--- src/sv/qnds_pkg.sv ---
// shared types, constants and character helpers for the quoted nested delimiter splitter
package qnds_pkg;

    localparam int DELIM_MAX  = 8;
    localparam int WIN_DEPTH  = DELIM_MAX + 1;
    localparam int FILL_BITS  = $clog2(WIN_DEPTH + 1);
    localparam int DROP_BITS  = (DELIM_MAX > 1) ? $clog2(DELIM_MAX) : 1;
    localparam int LEVEL_BITS = 16;

    localparam logic signed [LEVEL_BITS-1:0] LVL_MAX = {1'b0, {(LEVEL_BITS-1){1'b1}}};
    localparam logic signed [LEVEL_BITS-1:0] LVL_MIN = {1'b1, {(LEVEL_BITS-1){1'b0}}};
    localparam logic signed [LEVEL_BITS-1:0] LVL_ONE = {{(LEVEL_BITS-1){1'b0}}, 1'b1};

    localparam logic [7:0] CH_BSLASH = 8'h5C;
    localparam logic [7:0] CH_QUOTE  = 8'h22;
    localparam logic [7:0] CH_LPAREN = 8'h28;
    localparam logic [7:0] CH_RPAREN = 8'h29;
    localparam logic [7:0] CH_SPACE  = 8'h20;
    localparam logic [7:0] CH_LF     = 8'h0A;
    localparam logic [7:0] CH_CR     = 8'h0D;
    localparam logic [7:0] CH_TAB    = 8'h09;
    localparam logic [7:0] CH_COMMA  = 8'h2C;

    typedef enum logic [1:0] {
        CFG_DELIM_BYTES = 2'd0,
        CFG_DELIM_LEN   = 2'd1,
        CFG_SEP_MODE    = 2'd2
    } cfg_reg_t;

    function automatic logic [7:0] ascii_lower(input logic [7:0] c);
        ascii_lower = (c >= 8'h41 && c <= 8'h5A) ? c + 8'd32 : c;
    endfunction

    function automatic logic is_sep(input logic [7:0] c);
        is_sep = (c == CH_SPACE) || (c == CH_LF) || (c == CH_CR) || (c == CH_TAB)
            || (c == CH_COMMA);
    endfunction

endpackage

--- src/sv/quoted_nested_delimiter_splitter.sv ---
// top level of the quoted nested delimiter splitter: window, parse state and result register
//
// Splits a byte stream into segments at a configured delimiter of 1 to 8 characters.
// Each input beat carries one byte; a result beat carries either one segment byte or a
// segment end marker, and the last result of every string has tlast set. While a string
// runs, one byte is decided per cycle, so input beats are taken back to back and each
// beat yields at most one result in the cycle after it. A beat with tlast set holds the
// input while the bytes left in the lookahead window are decided one per cycle, then the
// closing segment end goes out. Shortening the delimiter while a string runs leaves
// extra bytes in the window that are decided one per cycle after the next beat, with
// the input held meanwhile. Back pressure on the result side stalls the window logic.
// A delimiter whose first byte is a backslash, a quote or an open parenthesis discards
// the input and reports an error on the closing result.
module quoted_nested_delimiter_splitter
    import qnds_pkg::*;
(
    input  logic        clk,
    input  logic        rst_n,
    input  logic        s_tvalid,
    output logic        s_tready,
    input  logic [7:0]  s_tdata,    // text_byte
    input  logic        s_tlast,    // end_of_string
    output logic        m_tvalid,
    input  logic        m_tready,
    output logic [7:0]  m_tdata,    // out_byte
    output logic        m_tlast,    // final_result
    output logic [1:0]  m_tuser,    // segment_end, delimiter_error
    input  logic        cfg_wr_en,
    input  logic [1:0]  cfg_index,
    input  logic [63:0] cfg_data
);

    logic [63:0] delim_reg;
    logic [3:0]  dlen_reg;
    logic        sep_mode_reg;

    logic [7:0]  win_reg [WIN_DEPTH];
    logic [7:0]  win_next [WIN_DEPTH];
    logic [7:0]  wk [WIN_DEPTH];
    logic [FILL_BITS-1:0] fill_reg, fill_next, wk_fill;
    logic        quotes_reg, quotes_next;
    logic        esc_reg, esc_next;
    logic        pws_reg, pws_next;
    logic signed [LEVEL_BITS-1:0] level_reg, level_next, level_tmp;
    logic [DROP_BITS-1:0] drop_reg, drop_next;
    logic        busy_reg, busy_next;
    logic        flush_reg, flush_next;

    logic        out_valid_reg, out_valid_next;
    logic [7:0]  out_byte_reg, out_byte_next;
    logic        out_seg_reg, out_seg_next;
    logic        out_fin_reg, out_fin_next;
    logic        out_err_reg, out_err_next;

    logic [3:0]  len;
    logic [FILL_BITS-1:0] len_plus;
    logic        out_free;
    logic        step;
    logic        wk_end;
    logic        bad_delim;
    logic        need;
    logic [DELIM_MAX-1:0] ok;
    logic        match;
    logic        after;
    logic        take;
    logic        emit;
    logic [7:0]  emit_byte;
    logic [7:0]  head;

    // config write port
    always_ff @(posedge clk or negedge rst_n)
    begin
        if (!rst_n)
        begin
            delim_reg    <= 64'd44;
            dlen_reg     <= 4'd1;
            sep_mode_reg <= 1'b0;
        end
        else if (cfg_wr_en)
        begin
            unique case (cfg_index)
                CFG_DELIM_BYTES: delim_reg    <= cfg_data;
                CFG_DELIM_LEN:   dlen_reg     <= cfg_data[3:0];
                CFG_SEP_MODE:    sep_mode_reg <= cfg_data[0];
                default:         ;
            endcase
        end
    end

    // effective delimiter length
    always_comb
    begin
        if (dlen_reg == 4'd0)
            len = 4'd1;
        else if (dlen_reg > 4'(DELIM_MAX))
            len = 4'(DELIM_MAX);
        else
            len = dlen_reg;
        len_plus = FILL_BITS'(len) + FILL_BITS'(1);
    end

    assign bad_delim = (delim_reg[7:0] == CH_BSLASH) || (delim_reg[7:0] == CH_QUOTE)
        || (delim_reg[7:0] == CH_LPAREN);

    assign out_free = !out_valid_reg || m_tready;
    assign s_tready = out_free && !busy_reg;
    assign step     = out_free && (busy_reg || s_tvalid);

    // working window: stored bytes plus the incoming beat
    always_comb
    begin
        for (int i = 0; i < WIN_DEPTH; i++)
        begin
            wk[i] = (!busy_reg && FILL_BITS'(i) == fill_reg) ? s_tdata : win_reg[i];
        end
        if (busy_reg)
            wk_fill = fill_reg;
        else if (fill_reg < FILL_BITS'(WIN_DEPTH))
            wk_fill = fill_reg + FILL_BITS'(1);
        else
            wk_fill = fill_reg;
        wk_end = busy_reg ? flush_reg : s_tlast;
        need   = wk_end ? (wk_fill != '0) : (wk_fill >= len_plus);
        head   = wk[0];
    end

    // parallel delimiter compare against the window
    always_comb
    begin
        for (int i = 0; i < DELIM_MAX; i++)
        begin
            ok[i] = (4'(i) >= len) || ((FILL_BITS'(i) < wk_fill)
                && (ascii_lower(wk[i]) == delim_reg[8*i +: 8]));
        end
        match = &ok;
        after = (wk_fill == FILL_BITS'(len)) ? wk_end : is_sep(wk[len]);
    end

    // decision about the oldest window byte
    always_comb
    begin
        quotes_next = quotes_reg;
        esc_next    = esc_reg;
        pws_next    = pws_reg;
        level_next  = level_reg;
        level_tmp   = level_reg;
        drop_next   = drop_reg;
        take        = 1'b0;
        emit        = 1'b0;
        emit_byte   = head;
        if (drop_reg != '0)
        begin
            drop_next = drop_reg - DROP_BITS'(1);
        end
        else if (esc_reg)
        begin
            esc_next = 1'b0;
            emit     = 1'b1;
        end
        else if (head == CH_BSLASH)
        begin
            esc_next = 1'b1;
            emit     = 1'b1;
        end
        else if (head == CH_QUOTE)
        begin
            quotes_next = !quotes_reg;
            pws_next    = 1'b0;
            emit        = 1'b1;
        end
        else if (quotes_reg)
        begin
            emit = 1'b1;
        end
        else
        begin
            if (head == CH_LPAREN && level_reg != LVL_MAX)
                level_tmp = level_reg + LVL_ONE;
            else if (head == CH_RPAREN && level_reg != LVL_MIN)
                level_tmp = level_reg - LVL_ONE;
            level_next = level_tmp;
            if (level_tmp == '0 && match)
            begin
                if (sep_mode_reg)
                begin
                    if (pws_reg && after)
                    begin
                        pws_next = 1'b0;
                        take     = 1'b1;
                    end
                end
                else
                begin
                    take = 1'b1;
                end
            end
            emit = 1'b1;
            if (take)
            begin
                drop_next = DROP_BITS'(len - 4'd1);
                emit_byte = 8'd0;
            end
            else if (level_tmp == '0 && sep_mode_reg)
            begin
                pws_next = is_sep(head);
            end
        end
    end

    // step control, window update and result load
    always_comb
    begin
        for (int i = 0; i < WIN_DEPTH; i++)
        begin
            win_next[i] = wk[i];
        end
        fill_next      = fill_reg;
        busy_next      = busy_reg;
        flush_next     = flush_reg;
        out_valid_next = out_valid_reg && !m_tready;
        out_byte_next  = out_byte_reg;
        out_seg_next   = out_seg_reg;
        out_fin_next   = out_fin_reg;
        out_err_next   = out_err_reg;
        if (step)
        begin
            if (!busy_reg && bad_delim)
            begin
                fill_next  = '0;
                busy_next  = 1'b0;
                flush_next = 1'b0;
                if (s_tlast)
                begin
                    out_valid_next = 1'b1;
                    out_byte_next  = 8'd0;
                    out_seg_next   = 1'b1;
                    out_fin_next   = 1'b1;
                    out_err_next   = 1'b1;
                end
            end
            else if (need)
            begin
                for (int i = 0; i < WIN_DEPTH - 1; i++)
                begin
                    win_next[i] = wk[i+1];
                end
                fill_next  = wk_fill - FILL_BITS'(1);
                flush_next = wk_end;
                busy_next  = wk_end || (fill_next >= len_plus);
                if (emit)
                begin
                    out_valid_next = 1'b1;
                    out_byte_next  = emit_byte;
                    out_seg_next   = take;
                    out_fin_next   = 1'b0;
                    out_err_next   = 1'b0;
                end
            end
            else if (wk_end)
            begin
                fill_next      = '0;
                busy_next      = 1'b0;
                flush_next     = 1'b0;
                out_valid_next = 1'b1;
                out_byte_next  = 8'd0;
                out_seg_next   = 1'b1;
                out_fin_next   = 1'b1;
                out_err_next   = 1'b0;
            end
            else
            begin
                fill_next = wk_fill;
                busy_next = 1'b0;
            end
        end
    end

    // parse state, cleared at string end and on a bad delimiter
    always_ff @(posedge clk or negedge rst_n)
    begin
        if (!rst_n)
        begin
            fill_reg      <= '0;
            quotes_reg    <= 1'b0;
            esc_reg       <= 1'b0;
            pws_reg       <= 1'b1;
            level_reg     <= '0;
            drop_reg      <= '0;
            busy_reg      <= 1'b0;
            flush_reg     <= 1'b0;
            out_valid_reg <= 1'b0;
        end
        else
        begin
            out_valid_reg <= out_valid_next;
            fill_reg      <= fill_next;
            busy_reg      <= busy_next;
            flush_reg     <= flush_next;
            if (step)
            begin
                if ((!busy_reg && bad_delim) || (!need && wk_end))
                begin
                    quotes_reg <= 1'b0;
                    esc_reg    <= 1'b0;
                    pws_reg    <= 1'b1;
                    level_reg  <= '0;
                    drop_reg   <= '0;
                end
                else if (need)
                begin
                    quotes_reg <= quotes_next;
                    esc_reg    <= esc_next;
                    pws_reg    <= pws_next;
                    level_reg  <= level_next;
                    drop_reg   <= drop_next;
                end
            end
        end
    end

    // window bytes and result payload
    always_ff @(posedge clk)
    begin
        if (step)
        begin
            for (int i = 0; i < WIN_DEPTH; i++)
            begin
                win_reg[i] <= win_next[i];
            end
        end
        out_byte_reg <= out_byte_next;
        out_seg_reg  <= out_seg_next;
        out_fin_reg  <= out_fin_next;
        out_err_reg  <= out_err_next;
    end

    assign m_tvalid = out_valid_reg;
    assign m_tdata  = out_byte_reg;
    assign m_tlast  = out_fin_reg;
    assign m_tuser  = {out_err_reg, out_seg_reg};

    // no input beat is taken while the window drains
    a_busy_blocks_input: assert property (@(posedge clk) disable iff (!rst_n)
        busy_reg |-> !s_tready)
        else $error("input taken while window drains");

    // the window never holds more than the maximum delimiter length plus one bytes
    a_fill_bound: assert property (@(posedge clk) disable iff (!rst_n)
        fill_reg <= FILL_BITS'(WIN_DEPTH))
        else $error("window fill out of range");

    // a closing beat is always a segment end
    a_final_is_seg_end: assert property (@(posedge clk) disable iff (!rst_n)
        m_tvalid && m_tlast |-> m_tuser[0])
        else $error("closing beat without segment end");

    // the error flag only appears on a closing beat
    a_err_on_final: assert property (@(posedge clk) disable iff (!rst_n)
        m_tvalid && m_tuser[1] |-> m_tlast && m_tdata == 8'd0)
        else $error("delimiter error outside closing beat");

    // a drain for string end always finishes with the closing beat
    a_flush_ends_closed: assert property (@(posedge clk) disable iff (!rst_n)
        $fell(busy_reg) && $past(flush_reg) |-> m_tvalid && m_tlast)
        else $error("string end drained without closing beat");

endmodule
--- config.mk ---
export PLATFORM = sky130hd
export DESIGN_NAME = quoted_nested_delimiter_splitter
export DESIGN_NICKNAME = d
export VERILOG_FILES = /design/src/sv/qnds_pkg.sv /design/src/sv/quoted_nested_delimiter_splitter.sv
export SDC_FILE = /design/constraint.sdc
export NUM_CORES = 1
export LEC_CHECK = 0
export BUFFER_PORTS_ARGS = -buffer_cell sky130_fd_sc_hd__buf_2
export CORE_MARGIN = 2
export CORE_UTILIZATION = 61
export DETAILED_ROUTE_END_ITERATION = 6
export HOLD_SLACK_MARGIN = 0.08
export PLACE_DENSITY = 0.89
export SLEW_MARGIN = 20
export SYNTH_ARGS = -nofsm -noshare
export SYNTH_HDL_FRONTEND = slang
export SYNTH_SLANG_ARGS = --single-unit
export TNS_END_PERCENT = 1
--- constraint.sdc ---
create_clock -name clk -period 12.1 [get_ports clk]
set_input_delay 2.42 -clock clk [delete_from_list [all_inputs] [get_ports clk]]
set_output_delay 2.42 -clock clk [all_outputs]
set_load 0.01 [all_outputs]
Word-level counts from Yosys, hierarchy flattened
Memories as Yosys holds them, arrays and structs flattened.
Index checks and enable logic that the tools add are counted.
{ "totals": {"register_bits": 109, "mem_bits_rw": 72, "input_bits": 80, "output_inout_bits": 13, "word_cells": 326, "memories": 1} }
{ "op_classes": {"n_addsub": 15, "magnitude_cmp": 37, "n_eq_ne": 50, "n_mux": 123, "bitwise": 1, "n_reduce_logical": 83} }
{ "mem_list": {"columns": ["memory", "words", "width", "rd", "rd_clocked_by_memory_dff", "write_ports", "line", "text"], "rows": [
  ["win_reg", 9, 8, 9, 0, 9, "quoted_nested_delimiter_splitter.sv:37", "logic [7:0] win_reg [WIN_DEPTH];"]
]} }
{ "ops": {"columns": ["operator", "count"], "rows": [
  ["$mux 8", 29],
  ["$mux 16", 14],
  ["$mux 64", 3],
  ["$eq 8x6->1 const B", 9],
  ["$add 8x6->8 const B", 8],
  ["$eq 8x8->1", 8],
  ["$ge 8x7->1 const B", 8],
  ["$le 8x7->1 const B", 8],
  ["$mux 1", 61],
  ["$eq 8x4->1 const B", 6],
  ["$logic_and 1x1->1", 35],
  ["$bmux 8 s4", 1],
  ["$ne 16x16->1 const B", 2],
  ["$mux 4", 7],
  ["$mux 3", 8],
  ["$logic_or 1x1->1", 22],
  ["$add 16x2->16 const B", 1],
  ["$eq 3x4->1 const A", 4],
  ["$eq 8x7->1 const B", 2],
  ["$ge 3x4->1 const A", 4],
  ["$logic_not 16->1", 1],
  ["$lt 3x4->1 const A", 4],
  ["$sub 16x2->16 const B", 1],
  ["$reduce_and 7->1", 2],
  ["33 further kinds", 61]
]} }

Longest topological paths before layout
{ "logic_depth": {"word_depth": 30, "mapped_depth": 19, "ltp_nobuf": 18} }

Worst setup path before layout
No wires, ideal clock.
{ "synth_path": {"kind": "input to register", "start": "input m_tready", "end": "register out_byte_reg[0], in the netlist m_tdata[0] (enable)", "setup_time_ns": 0.378, "arrival_time_ns": 5.282, "path_slack_ns": 6.440, "stages": 6, "n_path_buf": 0, "cell_sequence": "nand2b_1 o21ai_0 inv_1 and2_1 o21ai_0 nor2_1"} }
{ "synth_via": {"elab_chain_cells": 3} }
{ "synth_rtl": {"columns": ["element", "line", "text"], "rows": [
  ["start, declared", "quoted_nested_delimiter_splitter.sv:24", "input logic m_tready,"],
  ["$logic_or 1x1->1", "quoted_nested_delimiter_splitter.sv:105", "assign out_free = !out_valid_reg || m_tready;"],
  ["$logic_and 1x1->1", "quoted_nested_delimiter_splitter.sv:107", "assign step = out_free && (busy_reg || s_tvalid);"],
  ["named net step", "quoted_nested_delimiter_splitter.sv:58", "logic step;"],
  ["$reduce_and 4->1 (no line)", null, null],
  ["end signal, assigned", "quoted_nested_delimiter_splitter.sv:331", "out_byte_reg <= out_byte_next;"],
  ["end, declared", "quoted_nested_delimiter_splitter.sv:50", "logic [7:0] out_byte_reg, out_byte_next;"]
]} }
The timed path passes the listed nets, and every way through them passes these cells.
A chain may end at the register's enable or synchronous reset.

Worst setup path after layout
{ "layout_path": {"start": "input s_tdata[4]", "end": "register out_byte_reg[5], in the netlist m_tdata[5] (data pin)"} }
{ "layout_via": {"elab_chain_cells": 27} }
{ "layout_rtl": {"columns": ["element", "line", "text"], "rows": [
  ["start, declared", "quoted_nested_delimiter_splitter.sv:21", "input logic [7:0] s_tdata,"],
  ["$mux 8", "quoted_nested_delimiter_splitter.sv:114", "wk[i] = (!busy_reg && FILL_BITS'(i) == fill_reg) ? s_tdata : win_reg[i];"],
  ["$bmux 8 s4", "quoted_nested_delimiter_splitter.sv:136", "after = (wk_fill == FILL_BITS'(len)) ? wk_end : is_sep(wk[len]);"],
  ["$mux 8 (implied by the code) (2 in series)", "quoted_nested_delimiter_splitter.sv:136", null],
  ["$eq 8x6->1 / $eq 8x4->1 (equally long branches)", "qnds_pkg.sv:35", "is_sep = (c == CH_SPACE) || (c == CH_LF) || (c == CH_CR) || (c == CH_TAB)"],
  ["$logic_or 1x1->1 (3 in series)", "qnds_pkg.sv:35", null],
  ["$logic_or 1x1->1", "qnds_pkg.sv:36", "|| (c == CH_COMMA);"],
  ["$mux 1", "quoted_nested_delimiter_splitter.sv:136", null],
  ["$logic_and 1x1->1", "quoted_nested_delimiter_splitter.sv:186", "if (pws_reg && after)"],
  ["[8 not listed]", null, null],
  ["$mux 8", "quoted_nested_delimiter_splitter.sv:198", "if (take)"],
  ["$mux 8", "quoted_nested_delimiter_splitter.sv:171", "else if (quotes_reg)"],
  ["$mux 8", "quoted_nested_delimiter_splitter.sv:165", "else if (head == CH_QUOTE)"],
  ["$mux 8 (*)", "quoted_nested_delimiter_splitter.sv:160", "else if (head == CH_BSLASH)"],
  ["$mux 8 (*)", "quoted_nested_delimiter_splitter.sv:155", "else if (esc_reg)"],
  ["$mux 8 (*)", "quoted_nested_delimiter_splitter.sv:250", "if (emit)"],
  ["$mux 8 (*)", "quoted_nested_delimiter_splitter.sv:241", "else if (need)"],
  ["$mux 8 (*)", "quoted_nested_delimiter_splitter.sv:227", "if (!busy_reg && bad_delim)"]
]} }
Mark *: on every way between the ends. The rest lies on a longest branch, timed or not. The select of a mux whose other input is x is not followed.

==> results.yml <==
outcome:
  status: "finished with violations"
  violations: "design-rule violations"
detailed_routing:
  drt-pass1-iter-count: 7
  ant_nets: 0
  drt-total-wl_um: 39500
  wl_per_cell_um: 23.6
  drcViolationCount: 19
  num_vias: 11500
  drt_iter0_drc: 1682
  vias_per_cell: 6.89
yosys:
  syn_inst: 1338
  syn_avg_cell_area_um2: 9.65
  syn_area_um2: 12900
  yosys_most_used_dff: "dfrtp_1"
  seq_area_frac_synth_pct: 38.3
  synth_cell_type_count: 89
  synth_fp_nets: 1447
  yosys_warnings: 0
  ys_seq_elements: 181
  async_reset_ff_share_pct: 54.1
  synth_edf_count: 83
flow_run:
  cap_violations: 0
sta:
  fin_tns_setup_ps: 0
  fmax_mhz: 168
  rsz0062_at_grt: "false"
  worstMarginPinSlew_ps: 1070
  finalSetupViolCount: 0
  worst_slack_ps: 6150
  drv_slew: 0
  min_period_ps: 5950
  hold_violations: 0
  finClkSkew_ps: 15.9
  holdWs_ps: 521
  slew_headroom_pct: 28.4
  finalCritPeriodShare_pct: 49.1
die:
  die_x_um: 150
  rows: 53
  pin_count: 93
  dieArea_um2: 22400
  initial_core_util_pct: 61.8
  fp.dieH_um: 150
  core_um2: 20900
global_routing:
  grt_pass1_vias: 11100
  antenna_found_initial: 0
  grt_usage_pct: 35.7
  grt_max_degree: 76
  grt-ovfl-total: 0
  grt_pass1_wl_um: 61500
final_layout:
  num_antenna_cells: 0
  area_growth_pct: 9.27
  largest_reg_flops: 72
  nets: 1492
  fin_util_pct: 67.6
  layout-drive-gt1-share_pct: 18.7
hold_path:
  holdPathStages: 1
  hold_class: "flip-flop to flip-flop"
  min_to: "flush_reg"
  min_from: "flush_reg"
clock_tree:
  cts.reportedPaths.clkPinSlew_ps: 80
  clk_latency_ps: 450
  cts_tree: "done"
  cts.repair.resized: 0
  h-tree-depth: 4
  cts_hold_buf: 0
  post_cts_buffers: 0
  clockRootBuffer: "clkbuf_16"
  cts_max_path_buffers: 2
  cts.sinks: 181
  cts_inserted_buffers: 17
critical_path:
  r2r_setup_slack_ps: 6370
  reg2reg_from: "fill_reg[2]"
  cp.required_ps: 12280
  path_max_fanout: 19
  arrival_ps: 6130
  start_kind: "primary input"
  reg2reg_depth: 13
  timing.rr.end: "m_tdata[1]"
  crit_type: "primary input to flip-flop"
  endpoint_kind: "flip-flop"
pwr:
  totalPowerFinal_uw: 4250
  leakage_uw: 0.00572
  ir_drop_mv: 0.154
  powerDensity_nw_per_um2: 301
placement:
  port_buffers: 92
  place.gp.congestion: 1.00
  dp.final_hpwl_um: 27800
  place_ws_ps: 5890
## cell usage in the layout, fill, tap and decap left out, types with 8 or more instances in the layout
master,count
edfxtp_1,83
nand2_1,97
nand2b_1,21
xor2_1,37
ha_1,29
or3_1,11
a31oi_1,15
a21oi_1,76
o31ai_1,17
mux2i_1,103
dfrtp_1,93
buf_2,91
nor3_1,51
nand3b_1,9
nand3_1,29
nand4_1,15
o32ai_1,8
o21ai_0,60
inv_1,49
o22ai_1,22
nor2b_1,15
xnor2_1,50
or4_1,13
nor2_1,95
clkbuf_16,18
buf_4,20
mux2_2,77
nor4_1,17
## logic make-up (layout without fill, tap and decap cells)
logic type / after synthesis / after routing / synth area share [%]
and+or+nand+nor: 436 / 436 / 18.3
AOI/OAI and AO/OA: 279 / 279 / 14.0
buffers and inverters: 136 / 194 / 4.61
muxes: 188 / 188 / 15.7
DFF: 181 / 181 / 38.3
xor gates and xnor gates: 89 / 89 / 6.26
adders and majority gates: 29 / 29 / 2.81
## per-layer routing
| metal | track usage (%) | up-vias | part of all wire, % |
|---|---|---|---|
| met1 | 46.6 | 5418 | 38 |
| li1 | - | 5063 | - |
| met2 | 56.4 | 851 | 45 |
| met4 | 18.3 | 0 | 5.5 |
| met5 | 0 | - | 0 |
| met3 | 7.20 | 185 | 11 |
## report_power, final
part / total, uW / leakage [uW] / switching (uW) / internal [uW]
Sequential: 1280 / 0.00200 / 269 / 1010
Clock: 591 / 0.000306 / 281 / 310
Combinational: 2380 / 0.00341 / 1470 / 911
Total: 4250 / 0.00572 / 2020 / 2230
## synthesized netlist by cell type, types with 8 or more instances
library cell / count / area, um^2
mux2i_1: 103 / 1030
nand2_1: 97 / 364
nor2_1: 95 / 357
dfrtp_1: 93 / 2330
edfxtp_1: 83 / 2490
mux2_2: 77 / 867
a21oi_1: 76 / 380
o21ai_0: 60 / 300
nor3_1: 51 / 255
inv_1: 50 / 188
xnor2_1: 50 / 438
clkbuf_1: 48 / 180
xor2_1: 37 / 324
ha_1: 29 / 363
nand3_1: 29 / 145
o22ai_1: 22 / 138
nand2b_1: 21 / 131
nor4_1: 17 / 106
o31ai_1: 17 / 128
nor2b_1: 16 / 100
a31oi_1: 15 / 93.8
nand4_1: 15 / 93.8
buf_2: 14 / 70.1
or4_1: 13 / 97.6
buf_1: 12 / 45.0
or3_1: 11 / 68.8
nand3b_1: 9 / 67.6
o32ai_1: 8 / 70.1
## how the worst max path moves through the flow
| stage | cells after the start | to | slack, ps | start |
|---|---|---|---|---|
| floorplan | 6 | m_tdata[0] | 6440 | m_tready |
| global placement | 12 | m_tdata[5] | 5950 | s_tdata[4] |
| detailed placement | 12 | m_tdata[5] | 5890 | s_tdata[4] |
| CTS | 12 | m_tdata[5] | 6350 | s_tdata[4] |
| global route | 12 | m_tdata[5] | 5900 | s_tdata[4] |
| finish | 12 | m_tdata[5] | 6150 | s_tdata[4] |
## per-stage QoR
| stage | instance area (um^2) | instances |
|---|---|---|
| after global placement | 13500 | 1639 |
| after global routing | 14100 | 1671 |
| after detailed placement | 13500 | 1639 |
| final | 14100 | 1671 |
| after floorplan | 12900 | 1338 |
| after CTS | 14100 | 1671 |
## layout make-up
| class | count | area, um^2 |
|---|---|---|
| Multi-Input combinational cell | 1021 | 7390 |
| Fill cell | 1579 | 6780 |
| Sequential cell | 181 | 4950 |
| Timing Repair Buffer | 111 | 606 |
| Clock buffer | 18 | 450 |
| Tap cell | 275 | 344 |
| Inverter | 51 | 191 |
| Clock inverter | 14 | 174 |
## worst max-delay path, cell delays in order
cell	delay, ps
buf_2	280
nor4_1	330
mux2i_1	200
nor2_1	740
nand2_1	250
o41ai_1	630
xor2_1	120
nor4_1	210
nand4_1	270
nand2b_1	290
nor3_2	240
o22ai_1	140
Note: power is estimated with default switching activity, not from simulation.
